==> config.mk <==
export PLATFORM = sky130hd
export DESIGN_NAME = passphrase_attempt_backoff_gate_top
export DESIGN_NICKNAME = d
export VERILOG_FILES = /design/src/design/pabg_pkg.sv /design/src/design/pabg_wait.sv /design/src/design/pabg_state.sv /design/src/design/passphrase_attempt_backoff_gate_top.sv
export SDC_FILE = /design/constraint.sdc
export NUM_CORES = 1
export LEC_CHECK = 0
export BUFFER_PORTS_ARGS = -buffer_cell sky130_fd_sc_hd__buf_2
export CORE_MARGIN = 3
export CORE_UTILIZATION = 41
export CTS_BUF_LIST = sky130_fd_sc_hd__clkbuf_8
export DETAILED_ROUTE_END_ITERATION = 8
export PLACE_DENSITY = 0.62
export REMOVE_ABC_BUFFERS = 1
export SYNTH_ARGS = -nofsm -noshare
export SYNTH_HDL_FRONTEND = slang
export SYNTH_HIERARCHICAL = 1
export SYNTH_SLANG_ARGS = --single-unit
==> constraint.sdc <==
create_clock -name clk -period 13.8 [get_ports clk]
set_clock_uncertainty 0.05 [all_clocks]
set_input_delay 2.07 -clock clk [delete_from_list [all_inputs] [get_ports clk]]
set_output_delay 2.07 -clock clk [all_outputs]
set_load 0.01 [all_outputs]
==> src/design/pabg_pkg.sv <==
// shared types, constants and delay tables of the passphrase attempt backoff gate
package pabg_pkg;

  // command codes
  localparam logic CMD_BOOT    = 1'b0;
  localparam logic CMD_ATTEMPT = 1'b1;

  // status codes
  localparam logic [1:0] ST_BOOT    = 2'd0;
  localparam logic [1:0] ST_GRANTED = 2'd1;
  localparam logic [1:0] ST_BLOCKED = 2'd2;
  localparam logic [1:0] ST_WRONG   = 2'd3;

  localparam logic [9:0]  DELAY_BASE_S  = 10'd5;
  localparam logic [9:0]  DELAY_CAP_S   = 10'd900;
  localparam logic [19:0] DELAY_BASE_MS = 20'd5000;
  localparam logic [19:0] DELAY_CAP_MS  = 20'd900000;
  localparam logic [7:0]  NEED_CAP      = 8'd180;
  localparam logic [7:0]  COUNT_MAX     = 8'd255;
  // first count at which the doubled delay hits the cap
  localparam logic [7:0]  COUNT_AT_CAP  = 8'd9;
  // ceil(2^30 / 1000), exact floor(x / 1000) for x below 2^20
  localparam logic [20:0] RECIP_1000    = 21'd1073742;
  localparam int          RECIP_SHIFT   = 30;

  typedef struct packed {
    logic [7:0]  attempt_count;
    logic [7:0]  boots_since_failure;
    logic [31:0] last_failure_epoch;
    logic [47:0] last_failure_uptime;
  } pabg_state_t;

  typedef struct packed {
    logic [1:0] status;
    logic [9:0] remaining_s;
    logic [7:0] attempts_now;
  } pabg_res_t;

  // backoff delay in seconds for a failed-attempt count
  function automatic logic [9:0] delay_of(input logic [7:0] n);
    logic [7:0] nm1;
    nm1 = n - 8'd1;
    if (n == 8'd0) begin
      delay_of = 10'd0;
    end else if (n >= COUNT_AT_CAP) begin
      delay_of = DELAY_CAP_S;
    end else begin
      delay_of = DELAY_BASE_S << nm1[2:0];
    end
  endfunction

  // same delay in milliseconds
  function automatic logic [19:0] delay_ms_of(input logic [7:0] n);
    logic [7:0] nm1;
    nm1 = n - 8'd1;
    if (n == 8'd0) begin
      delay_ms_of = 20'd0;
    end else if (n >= COUNT_AT_CAP) begin
      delay_ms_of = DELAY_CAP_MS;
    end else begin
      delay_ms_of = DELAY_BASE_MS << nm1[2:0];
    end
  endfunction

  // boots needed to wear off the delay, at least one
  function automatic logic [7:0] need_of(input logic [7:0] n);
    logic [7:0] nm1;
    nm1 = n - 8'd1;
    if (n == 8'd0) begin
      need_of = 8'd1;
    end else if (n >= COUNT_AT_CAP) begin
      need_of = NEED_CAP;
    end else begin
      need_of = 8'd1 << nm1[2:0];
    end
  endfunction

endpackage

==> src/design/pabg_wait.sv <==
// remaining backoff wait: largest of the uptime, wall-clock and boot-count waits
module pabg_wait (
  input  pabg_pkg::pabg_state_t st,
  input  logic [31:0]           wall_s,
  input  logic [47:0]           uptime_ms,
  output logic [9:0]            wait_s
);
  import pabg_pkg::*;

  logic [9:0]  delay;
  logic [19:0] delay_ms;
  logic [7:0]  need;
  logic [47:0] up_diff;
  logic [40:0] prod;
  logic [9:0]  el_up;
  logic [31:0] ep_diff;
  logic [7:0]  boot_gap;
  logic [9:0]  rem_up;
  logic [9:0]  rem_ep;
  logic [9:0]  rem_bt;
  logic [9:0]  rem_max;

  always_comb begin
    delay    = delay_of(st.attempt_count);
    delay_ms = delay_ms_of(st.attempt_count);
    need     = need_of(st.attempt_count);

    // uptime wait, only meaningful when the diff is under the delay
    up_diff = uptime_ms - st.last_failure_uptime;
    prod    = 41'(up_diff[19:0]) * 41'(RECIP_1000);
    el_up   = prod[RECIP_SHIFT +: 10];
    if (st.last_failure_uptime == 48'd0) begin
      rem_up = 10'd0;
    end else if (uptime_ms < st.last_failure_uptime) begin
      rem_up = delay;
    end else if (up_diff < {28'd0, delay_ms}) begin
      rem_up = delay - el_up;
    end else begin
      rem_up = 10'd0;
    end

    // wall-clock wait, skipped without a clock or with the clock behind
    ep_diff = wall_s - st.last_failure_epoch;
    if (wall_s != 32'd0 && st.last_failure_epoch != 32'd0 &&
        wall_s >= st.last_failure_epoch && ep_diff < {22'd0, delay}) begin
      rem_ep = delay - ep_diff[9:0];
    end else begin
      rem_ep = 10'd0;
    end

    // boot-count wait, 5 s for each missing boot
    boot_gap = need - st.boots_since_failure;
    if (st.boots_since_failure < need) begin
      rem_bt = {2'd0, boot_gap} * DELAY_BASE_S;
    end else begin
      rem_bt = 10'd0;
    end

    rem_max = (rem_up > rem_ep) ? rem_up : rem_ep;
    if (rem_bt > rem_max) begin
      rem_max = rem_bt;
    end

    wait_s = (st.attempt_count == 8'd0) ? 10'd0 : rem_max;
  end

endmodule

==> src/design/pabg_state.sv <==
// backoff state registers and the per-beat update and result logic
module pabg_state (
  input  logic                clk,
  input  logic                rst_n,
  input  logic                step,
  input  logic                cmd,
  input  logic                pass_ok,
  input  logic [31:0]         wall_s,
  input  logic [47:0]         uptime_ms,
  output pabg_pkg::pabg_res_t res
);
  import pabg_pkg::*;

  pabg_state_t st_r;
  pabg_state_t st_nxt;
  logic [9:0]  wait_s;
  logic [7:0]  cnt_inc;

  pabg_wait u_wait (
    .st        (st_r),
    .wall_s    (wall_s),
    .uptime_ms (uptime_ms),
    .wait_s    (wait_s)
  );

  always_comb begin
    st_nxt  = st_r;
    cnt_inc = (st_r.attempt_count == COUNT_MAX) ? COUNT_MAX : st_r.attempt_count + 8'd1;
    res.status       = ST_BOOT;
    res.remaining_s  = 10'd0;
    res.attempts_now = st_r.attempt_count;
    if (cmd == CMD_BOOT) begin
      st_nxt.last_failure_uptime = 48'd0;
      if (st_r.attempt_count != 8'd0 && st_r.attempt_count != COUNT_MAX &&
          st_r.boots_since_failure != COUNT_MAX) begin
        st_nxt.boots_since_failure = st_r.boots_since_failure + 8'd1;
      end
    end else if (wait_s != 10'd0) begin
      res.status      = ST_BLOCKED;
      res.remaining_s = wait_s;
    end else if (pass_ok) begin
      st_nxt           = '0;
      res.status       = ST_GRANTED;
      res.attempts_now = 8'd0;
    end else begin
      st_nxt.attempt_count       = cnt_inc;
      st_nxt.boots_since_failure = 8'd0;
      st_nxt.last_failure_epoch  = wall_s;
      st_nxt.last_failure_uptime = (uptime_ms != 48'd0) ? uptime_ms : 48'd1;
      res.status                 = ST_WRONG;
      res.remaining_s            = delay_of(cnt_inc);
      res.attempts_now           = cnt_inc;
    end
  end

  always_ff @(posedge clk) begin
    if (!rst_n) begin
      st_r <= '0;
    end else if (step) begin
      st_r <= st_nxt;
    end
  end

endmodule

==> src/design/passphrase_attempt_backoff_gate_top.sv <==
// top level of the passphrase attempt backoff gate: input stage, state update, result stage
//
//   channel | direction | handshake          | payload
//   in_     | in        | in_valid/in_ready  | cmd, pass_ok, wall_s, uptime_ms
//   out_    | out       | out_valid/out_ready| status, remaining_s, attempts_now
//
// one beat per cycle sustained while out_ready stays high; the input register feeds the
// result register (state update and result register in the same cycle)
// synchronous active-low reset clears both stage valids and the backoff state
// a stalled result holds the result register; the input register still takes a beat
// when empty, and in_ready follows out_ready once both stages are full
module passphrase_attempt_backoff_gate_top (
  input  logic        clk,
  input  logic        rst_n,
  input  logic        in_valid,
  output logic        in_ready,
  input  logic        in_cmd,
  input  logic        in_pass_ok,
  input  logic [31:0] in_wall_s,
  input  logic [47:0] in_uptime_ms,
  output logic        out_valid,
  input  logic        out_ready,
  output logic [1:0]  out_status,
  output logic [9:0]  out_remaining_s,
  output logic [7:0]  out_attempts_now
);
  import pabg_pkg::*;

  // input stage
  logic        in_v_r;
  logic        cmd_r;
  logic        pass_ok_r;
  logic [31:0] wall_s_r;
  logic [47:0] uptime_ms_r;

  // result stage
  logic        out_v_r;
  pabg_res_t   res_r;
  pabg_res_t   res;

  // a beat leaves the input stage when the result stage is free or draining
  logic        adv;

  assign adv      = in_v_r && (!out_v_r || out_ready);
  assign in_ready = !in_v_r || adv;

  pabg_state u_state (
    .clk       (clk),
    .rst_n     (rst_n),
    .step      (adv),
    .cmd       (cmd_r),
    .pass_ok   (pass_ok_r),
    .wall_s    (wall_s_r),
    .uptime_ms (uptime_ms_r),
    .res       (res)
  );

  // stage valids
  always_ff @(posedge clk) begin
    if (!rst_n) begin
      in_v_r  <= 1'b0;
      out_v_r <= 1'b0;
    end else begin
      if (in_ready) begin
        in_v_r <= in_valid;
      end
      if (adv) begin
        out_v_r <= 1'b1;
      end else if (out_ready) begin
        out_v_r <= 1'b0;
      end
    end
  end

  // payload registers, no reset needed
  always_ff @(posedge clk) begin
    if (in_valid && in_ready) begin
      cmd_r       <= in_cmd;
      pass_ok_r   <= in_pass_ok;
      wall_s_r    <= in_wall_s;
      uptime_ms_r <= in_uptime_ms;
    end
    if (adv) begin
      res_r <= res;
    end
  end

  assign out_valid        = out_v_r;
  assign out_status       = res_r.status;
  assign out_remaining_s  = res_r.remaining_s;
  assign out_attempts_now = res_r.attempts_now;

endmodule

Yosys cells after proc, flatten, opt, wreduce, memory -nomap -nowiden
Cells that the tools add are included.
{"block": "word_totals", "reg_bits": 200, "latch_bits": 0, "ram_bits": 0, "rom_bits": 0, "in_bits": 86, "output_inout_bits": 22, "word_cells": 100, "memories": 0}
{"block": "op_classes", "n_addsub": 9, "mul": 2, "div": 0, "order_cmp": 9, "n_eq_ne": 4, "shifts": 4, "muxes": 31, "bitwise_logic": 2, "n_reduce_logical": 25}
{"operator": "$mux W10", "count": 13}
{"operator": "$mux W48", "count": 2}
{"operator": "$mux W96", "count": 1}
{"operator": "$mux W88", "count": 1}
{"operator": "$mux W8", "count": 8}
{"operator": "$reduce_bool A32 Y1", "count": 2}
{"operator": "$logic_not A48 Y1", "count": 1}
{"operator": "$lt A48 B20 Y1", "count": 1}
{"operator": "$lt A48 B48 Y1", "count": 1}
{"operator": "$reduce_bool A48 Y1", "count": 1}
{"operator": "$sub A48 B48 Y48", "count": 1}
{"operator": "$mux W20", "count": 2}
{"operator": "$mul A20 B20 Y39 const B", "count": 1}
{"operator": "$ge A32 B32 Y1", "count": 1}
{"operator": "$lt A32 B10 Y1", "count": 1}
{"operator": "$sub A32 B32 Y32", "count": 1}
{"operator": "$gt A10 B10 Y1", "count": 2}
{"operator": "$shl A13 B3 Y20 const A", "count": 1}
{"operator": "$shl A3 B3 Y10 const A", "count": 2}
{"operator": "$sub A10 B10 Y10", "count": 2}
{"operator": "$add A8 B1 Y8 const B", "count": 2}
{"operator": "$ge A8 B4 Y1 const B", "count": 2}
{"operator": "$logic_not A8 Y1", "count": 2}
{"operator": "$ne A8 B8 Y1 const B", "count": 2}
{"operator": "20 further kinds", "count": 33}

Depth between registers and ports, before layout
Gate-level depths: netlist of the first run.
{"block": "depth", "depth_word": 16, "depth_mapped": 76, "depth_no_buf": 72}

Modules after synthesis
Netlist of the first run, hierarchy kept.
{"module": "pabg_wait", "instances": 1, "cells_each": 1900, "area_each_um2": 14233.7, "seq_area_each_um2": 0.0}
{"module": "pabg_state", "instances": 1, "cells_each": 430, "area_each_um2": 3987.6, "seq_area_each_um2": 1921.8}
{"module": "passphrase_attempt_backoff_gate_top", "instances": 1, "cells_each": 111, "area_each_um2": 3166.8, "seq_area_each_um2": 3103.0}

Worst setup path after synthesis of the first run
No wires, ideal clock.
{"block": "synth_path", "path_kind": "register to register", "startpoint": "register uptime_ms_r[0]", "endpoint": "register u_state/st_r[1] (netlist bit)", "setup_time_ps": 59, "t_arrival_ps": 13300, "setup_slack_ps": 391, "path_stages_with_launch": 65, "path_buffers": 3, "synth_period_minus_slack_ps": 13409, "path_cell_list": "edfxtp_1 > inv_1 > ha_1 > fa_1 > nand2b_1 > a21oi_1 > nor2_1 > o21ai_0 > xor2_1 > ha_1 > ha_1 > ha_1 > inv_1 > fa_1 > inv_1 > fa_1 > inv_1 > fa_1 > [29 not listed] > a21oi_1 > ha_1 > a21o_1 > a21oi_1 > nand2_1 > a31oi_1 > a211o_1 > a31oi_1 > and3_1 > a221o_1 > nor4_4 > nand4_1 > inv_2 > nand3_1 > nor2_1 > buf_4 > buf_4 > a22o_1"}
{"block": "synth_between", "elab_chain_cells": 14, "word_cells_on_any_way": 21, "cone_classes": "add/sub (2); mul (1); order compare (4); eq/ne (1); mux (10); reduce/logical (3)"}
{"item": "from (decl)", "line_no": "passphrase_attempt_backoff_gate_top.sv:34", "text": "logic [47:0] uptime_ms_r;"}
{"item": "from (signal assigned)", "line_no": "passphrase_attempt_backoff_gate_top.sv:81", "text": "uptime_ms_r <= in_uptime_ms;"}
{"item": "$sub A48 B48 Y48", "line_no": "pabg_wait.sv:29", "text": "up_diff = uptime_ms - st.last_failure_uptime;"}
{"item": "$mul A20 B20 Y39", "line_no": "pabg_wait.sv:30", "text": "prod = 41'(up_diff[19:0]) * 41'(RECIP_1000);"}
{"item": "$sub A10 B10 Y10", "line_no": "pabg_wait.sv:37", "text": "rem_up = delay - el_up;"}
{"item": "$mux W10", "line_no": "pabg_wait.sv:36", "text": "end else if (up_diff < {28'd0, delay_ms}) begin"}
{"item": "$mux W10 (*)", "line_no": "pabg_wait.sv:34", "text": "end else if (uptime_ms < st.last_failure_uptime) begin"}
{"item": "$mux W10 (*)", "line_no": "pabg_wait.sv:32", "text": "if (st.last_failure_uptime == 48'd0) begin"}
{"item": "$gt A10 B10 Y1", "line_no": "pabg_wait.sv:59", "text": "rem_max = (rem_up > rem_ep) ? rem_up : rem_ep;"}
{"item": "$mux W10 (*)", "line_no": "pabg_wait.sv:59"}
{"item": "$gt A10 B10 Y1", "line_no": "pabg_wait.sv:60", "text": "if (rem_bt > rem_max) begin"}
{"item": "$mux W10 (*)", "line_no": "pabg_wait.sv:60"}
{"item": "$mux W10 (*)", "line_no": "pabg_wait.sv:64", "text": "wait_s = (st.attempt_count == 8'd0) ? 10'd0 : rem_max;"}
{"item": "named net u_state.wait_s[4]", "line_no": "pabg_state.sv:16", "text": "logic [9:0] wait_s;"}
{"item": "$reduce_bool A10 Y1 (*)", "line_no": "pabg_state.sv:38", "text": "end else if (wait_s != 10'd0) begin"}
{"item": "$ne A2 B2 Y1 (no line) (*)"}
{"item": "$reduce_and A2 Y1 (no line) (*)"}
{"item": "to (signal assigned)", "line_no": "pabg_state.sv:60", "text": "st_r <= st_nxt;"}
{"item": "to (decl)", "line_no": "pabg_state.sv:14", "text": "pabg_state_t st_r;"}
The timed path passes the listed nets; every way through them passes the cells marked *. The select of a mux whose other input is x is not followed.
A chain may end at the register's enable or synchronous reset.

Final worst setup path of the first run
{"block": "layout_path", "startpoint": "register uptime_ms_r[6]", "endpoint": "register u_state/st_r[87] (netlist bit)"}
{"block": "layout_between", "elab_chain_cells": 14, "word_cells_on_any_way": 16, "cone_classes": "add/sub (2); mul (1); order compare (4); eq/ne (1); mux (6); reduce/logical (2)"}
{"item": "$sub A48 B48 Y48", "line_no": "pabg_wait.sv:29"}
{"item": "$mul A20 B20 Y39", "line_no": "pabg_wait.sv:30"}
{"item": "$sub A10 B10 Y10", "line_no": "pabg_wait.sv:37"}
{"item": "$mux W10", "line_no": "pabg_wait.sv:36"}
{"item": "$mux W10 (*)", "line_no": "pabg_wait.sv:34"}
{"item": "$mux W10 (*)", "line_no": "pabg_wait.sv:32"}
{"item": "$gt A10 B10 Y1", "line_no": "pabg_wait.sv:59"}
{"item": "$mux W10 (*)", "line_no": "pabg_wait.sv:59"}
{"item": "$gt A10 B10 Y1", "line_no": "pabg_wait.sv:60"}
{"item": "$mux W10 (*)", "line_no": "pabg_wait.sv:60"}
{"item": "$mux W10 (*)", "line_no": "pabg_wait.sv:64"}
{"item": "named net u_state.wait_s[4]", "line_no": "pabg_state.sv:16"}
{"item": "$reduce_bool A10 Y1 (*)", "line_no": "pabg_state.sv:38"}
{"item": "$ne A2 B2 Y1 (no line) (*)"}
{"item": "$reduce_and A3 Y1 (no line) (*)"}
The timed path passes the listed nets; every way through them passes the cells marked *.

==> flow_summary.ini, run 1 <==
[yosys]
avgSynthCellArea_sq_um = 8.76
synth_area_leaders = ha_1, edfxtp_1, dfxtp_1
async_flop_share_pct = 0
ys_seq_elements = 200
netlist_top_cells_count = inv_1, ha_1, a21oi_1
yosys.cell_types.count = 106
yosys.area.top_type = ha_1
share_of_the_synthesized_area_in_the_top_cell_type_pct = 20.1
synth-warning-count = 6
count_of_flip_flops_with_a_built_in_enable_after_synthesis = 102
synth.cell_area_sq_um = 21400
synth_cells = 2441
synth-seq-area-share_pct = 23.5
post-synth-top-count-cell = inv_1
synth_flop_cell = edfxtp_1

[power_and_ir_drop]
vdd.ir_drop.worst_mv = 0.391
seq_power_share_pct = 11.8
p_sw_share_pct = 49.2
p_int_mw = 2.89
pwr_density_cell_nw_per_um2 = 233
switching_power_mw = 2.79
power.combinational.fraction_pct = 81.7
clock_power_share_pct = 6.5
lkg_pwr_nw = 10.6
p_total_mw = 5.68

[routing]
count_of_nets_left_with_antenna_violations_after_detail_routing = 0
drt-vias-per-instance = 5.73
wl_per_cell_microns = 19.2
number_of_iterations_in_the_first_detailed_routing_pass = 8
detail_route.iter0.violations = 1284
post-route-drc-count = 0
dr_total_vias = 18897
finalWirelength_mm = 63.3

[worst_setup_path]
timing.critical_path.from_type = flip-flop
crit_fanout = 10
critPathBufInv = 7
crit_top_cell = a21oi_1
setup.worst_path.end_class = flip-flop
slowest_stage = fa_1
cp_top_family = compound AO/OA/AOI/OAI gates
worst-endpoint-required_ns = 14.22
worstSetupPathType = reg2reg
cpPeakStageDelay_ns = 0.55
arrival_ns = 13.62

[sta]
slew_headroom_pct = 10.0
setup_viol = 0
worst-slew-pin-transition_ns = 1.35
max_freq_ghz = 0.0757
post-route-min-period_ns = 13.20
timing.hold.ws_ns = 0.428
slew_violations = 0
count_of_final_hold_check_violations = 0
timing.final.crit_share_pct = 95.7
fin_worst_setup_slack_ns = 0.596

[global_routing]
gr-usage-all-layers_pct = 22.6
grt_pass1_vias = 18433
grt_pass1_wl_mm = 98.4
largest_net_degree_at_the_start_of_global_routing = 53
antenna_found_initial = 0
global_route.overflow_total = 0

[placement]
dpl.hpwl_mm = 51.0
gpl.final_weighted_congestion = 0.959
port_buffers = 107
placed_area_sq_um = 23200
place_worst_setup_slack_ns = -0.304

[clock_network]
worst_setup_hold_path_clk_slew_ns = 0.11
clockRootBuffer = clkbuf_8
clock_tree.buffer_depth = 2
tritoncts.num_buffers = 17
h-tree-depth = 4
tritoncts_clock_tree = yes
clock_sink_count = 200
clkLatencyLatePin_ns = 0.52
cts.hold.buffers_added = 0

[floorplan]
core_area_sq_um = 51500
io_pins = 108
dieHeight_microns = 234
initial_utilization_pct = 41.5
design.die.area_sq_um = 54900
die_w_microns = 234
placementRows = 83

[status]
run_status = finished clean

[min_path]
hold_path.class = reg2reg

[finish]
n_antenna_cell = 0
final_core_util_pct = 47.3
final_net_count = 3126
flow.area_growth_from_synthesis_pct = 13.9
layout.filler_cells = 4995
final_layout_size_suffix_gt1_share_pct = 15.0
post-route-cell-area_sq_um = 24400

[run]
max_cap_violations = 0
[repair_timing]
action                     in CTS  in global routing
buffers inserted                4                 25
pin swaps                       2                 55
resized for setup              14                 96
gates cloned                    0                  1
setup endpoints to repair     110                116
[logic make-up (layout without fill, tap and decap cells)]
group	count (synthesis)	in the layout	synth area share, %
and+or+nand+nor	652	652	16.3
xor gates and xnor gates	78	78	3.19
AOI/OAI and AO/OA	633	633	20.0
adders and majority gates	435	435	28.6
muxes	11	11	0.544
buffers and inverters	432	609	7.83
DFF	200	200	23.5
[registers in the layout (all words and copies together) (netlist names)]
register	count
cmd_r	1
u_state/st_r	96
uptime_ms_r	48
out_status	2
out_attempts_now	8
out_valid	1
wall_s_r	32
in_v_r	1
pass_ok_r	1
out_remaining_s	10
[worst paths after layout]
check	startpoint	to	slack, ns	cells after the start
max	uptime_ms_r[6]$_DFFE_PP_	u_state/st_r[87]$_SDFFE_PN0P_	0.60	62
min	u_state/st_r[0]$_SDFFE_PN0P_	u_state/st_r[0]$_SDFFE_PN0P_	0.43	2
max reg2reg	uptime_ms_r[6]$_DFFE_PP_	u_state/st_r[87]$_SDFFE_PN0P_	0.60	62
min reg2reg	u_state/st_r[0]$_SDFFE_PN0P_	u_state/st_r[0]$_SDFFE_PN0P_	0.43	2
[area by class of cell]
class / count / area [sq um] / area share [%]
sequential: 200 / 5030 / 20.6
inverter: 357 / 1340 / 5.50
multi-input combinational: 1809 / 15300 / 62.8
clock inverter: 14 / 133 / 0.545
tap: 680 / 851 / 3.49
timing repair buffer: 220 / 1460 / 6.01
clock buffer: 18 / 248 / 1.02
[metal layers]
metal,vias to the layer above,track usage [%],wire length (microns)
li1,9108,-,-
met1,9159,31.1,29200
met2,547,37.5,29700
met3,83,2.38,2770
met4,0,6.79,1690
met5,-,0,0
[power by group through the flow]
stage	clock, mW	sequential, mW	combinational, mW
final	0.367	0.673	4.64
after global routing	0.402	0.676	5.23
after CTS	0.385	0.673	3.86
after global placement	0	0.686	3.72
after floorplan	0	0.681	2.72
after detailed placement	0	0.686	3.78
[worst min-delay path, delay by kind of cell (launching register included)]
kind | cells | cell delay [ns]
flops | 1 | 0.35
simple gates | 2 | 0.10
[layout by cell type, fill, tap and decap left out, drive strengths merged, types with 24 or more instances in the layout]
cell and instances:
a21oi 187, buf 219, nor4 60, nor2b 32
edfxtp 102, a22o 71, o21ai 117, nand4 51
nor3 38, ha 344, and3 25, a21o 45
nand2b 35, nor2 121, xor2 30, fa 91
o21a 24, inv 363, nand3 54, xnor2 48
nand2 157, dfxtp 98
[stage by stage]
step / setup TNS [ns] / cells
6_report: 0 / 3298
5_1_grt: -2.21 / 3298
4_1_cts: 0 / 3273
3_5_place_dp: -21.14 / 3237
3_3_place_gp: -0.0126 / 3237
2_1_floorplan: -76.03 / 2366
Note: power is estimated with default switching activity, not from simulation.
==> run 2: changes to the inputs <==
- CORE_ASPECT_RATIO: not set -> 1.2
==> flow_summary.ini, run 2 (synthesized netlist as in run 1, its figures left out) <==
[status]
run_status = finished clean

[clock_network]
clockRootBuffer = clkbuf_8
h-tree-depth = 4
cts.hold.buffers_added = 0
clock_tree.buffer_depth = 2
tritoncts.num_buffers = 17
clkLatencyLatePin_ns = 0.53
clock_sink_count = 200
worst_setup_hold_path_clk_slew_ns = 0.11
tritoncts_clock_tree = yes

[routing]
number_of_iterations_in_the_first_detailed_routing_pass = 5
detail_route.iter0.violations = 1145
finalWirelength_mm = 64.7
post-route-drc-count = 0
wl_per_cell_microns = 19.2
count_of_nets_left_with_antenna_violations_after_detail_routing = 0
dr_total_vias = 18857
drt-vias-per-instance = 5.61

[floorplan]
io_pins = 108
die_w_microns = 215
core_area_sq_um = 51500
design.die.area_sq_um = 55000
dieHeight_microns = 256
placementRows = 91
initial_utilization_pct = 41.6

[sta]
max_freq_ghz = 0.0747
post-route-min-period_ns = 13.39
count_of_final_hold_check_violations = 0
timing.final.crit_share_pct = 97.0
slew_violations = 0
slew_headroom_pct = 17.0
worst-slew-pin-transition_ns = 1.24
setup_viol = 0

[placement]
gpl.final_weighted_congestion = 0.958
port_buffers = 107
dpl.hpwl_mm = 52.0
placed_area_sq_um = 23400

[finish]
final_cell_mix = inv_1, ha_1, a21oi_1, nand2_1, buf_4
flip_flop_count_of_the_largest_register_all_copies_and_words_added = 96
flow.area_growth_from_synthesis_pct = 16.7
top_regs = u_state/st_r: 96 flops, uptime_ms_r: 48 flops, wall_s_r: 32 flops
commonest_non_fill_non_tap_cell_in_the_layout = inv_1
final_net_count = 3172
register_with_the_most_flip_flops = u_state/st_r
final_layout_size_suffix_gt1_share_pct = 17.5
post-route-cell-area_sq_um = 25000

[min_path]
hold_path.class = reg2reg

[power_and_ir_drop]
vdd.ir_drop.worst_mv = 0.477
pwr_density_cell_nw_per_um2 = 233
p_total_mw = 5.80
lkg_pwr_nw = 10.8

[worst_setup_path]
timing.critical_path.from_type = flip-flop
arrival_ns = 13.80
worstSetupPathType = reg2reg
worst-endpoint-required_ns = 14.21
crit_top_cell = a21oi_2
setup.worst_path.end_class = flip-flop
crit_fanout = 8
cpPeakStageDelay_ns = 0.54
slowest_stage = fa_1

[global_routing]
largest_net_degree_at_the_start_of_global_routing = 65
grt_pass1_vias = 18752
antenna_found_initial = 2
grt_pass1_wl_mm = 100
gr-usage-all-layers_pct = 22.6
global_route.overflow_total = 0

[run]
max_cap_violations = 0
## run 2: cell types whose count changed in the layout (fill, tap and decap cells not counted), sizes merged
cell and change:
o21a +1, clkbuf +1, buf +44, diode +1, clkinvlp +1, clkinv -1
## run 2: layout make-up
type / count / area, sq um
Fill cell: 4980 / 26500
Multi-Input combinational cell: 1810 / 15500
Sequential cell: 200 / 5030
Timing Repair Buffer: 265 / 1870
Inverter: 357 / 1340
Tap cell: 697 / 872
Clock buffer: 18 / 248
Clock inverter: 14 / 100
Antenna cell: 1 / 2.50
## run 2: through the flow
stage	setup slack [ns]	cells	hold slack [ns]	TNS, ns	utilization (%)
3_3_place_gp	-0.226	3284	0.407	-15.24	45.5
3_5_place_dp	-0.661	3284	0.411	-58.92	45.5
2_1_floorplan	-1.49	2366	0.385	-76.03	-
5_1_grt	-0.236	3362	0.458	-12.45	48.5
4_1_cts	0.00298	3325	0.423	0	46.5
6_report	0.412	3362	0.426	0	48.5
## run 2: metal layers
layer | share of wire [%] | global-route usage [%] | vias up
met5 | 0.020 | 0 | -
met4 | 3.2 | 7.69 | 2
met3 | 3.7 | 2.74 | 95
met2 | 50 | 40.2 | 415
met1 | 43 | 28.3 | 9157
li1 | - | - | 9188
## run 2: power breakdown
| group | switching, mW | internal (mW) | leakage, nW |
|---|---|---|---|
| registers | 0.0217 | 0.650 | 1.78 |
| logic | 2.55 | 2.23 | 8.86 |
| clock network | 0.220 | 0.130 | 0.182 |
## run 2: timing repair
| action | CTS | global route |
|---|---|---|
| pin swaps | 9 | 88 |
| buffers inserted | 9 | 33 |
| gates resized for setup | 19 | 140 |
| endpoints found under the setup margin | 116 | 116 |
| gates cloned | 0 | 3 |
## run 2: critical path, delay by kind of cell (launching register included)
kind | cells | cell delay, ns
adders and majority gates | 13 | 4.40
buffers and inverters | 14 | 1.63
and+or+nand+nor | 18 | 2.16
AOI/OAI and AO/OA | 26 | 4.15
xor gates and xnor gates | 3 | 0.55
DFF | 1 | 0.36
## run 2: path summary, 6_finish.rpt
| path | cells after the start | start | slack [ns] | endpoint |
|---|---|---|---|---|
| max | 74 | uptime_ms_r[0]$_DFFE_PP_ | 0.41 | u_state/st_r[92]$_SDFFE_PN0P_ |
| min | 2 | u_state/st_r[57]$_SDFFE_PN0P_ | 0.43 | u_state/st_r[57]$_SDFFE_PN0P_ |
| max reg2reg | 74 | uptime_ms_r[0]$_DFFE_PP_ | 0.41 | u_state/st_r[92]$_SDFFE_PN0P_ |
| min reg2reg | 2 | u_state/st_r[57]$_SDFFE_PN0P_ | 0.43 | u_state/st_r[57]$_SDFFE_PN0P_ |
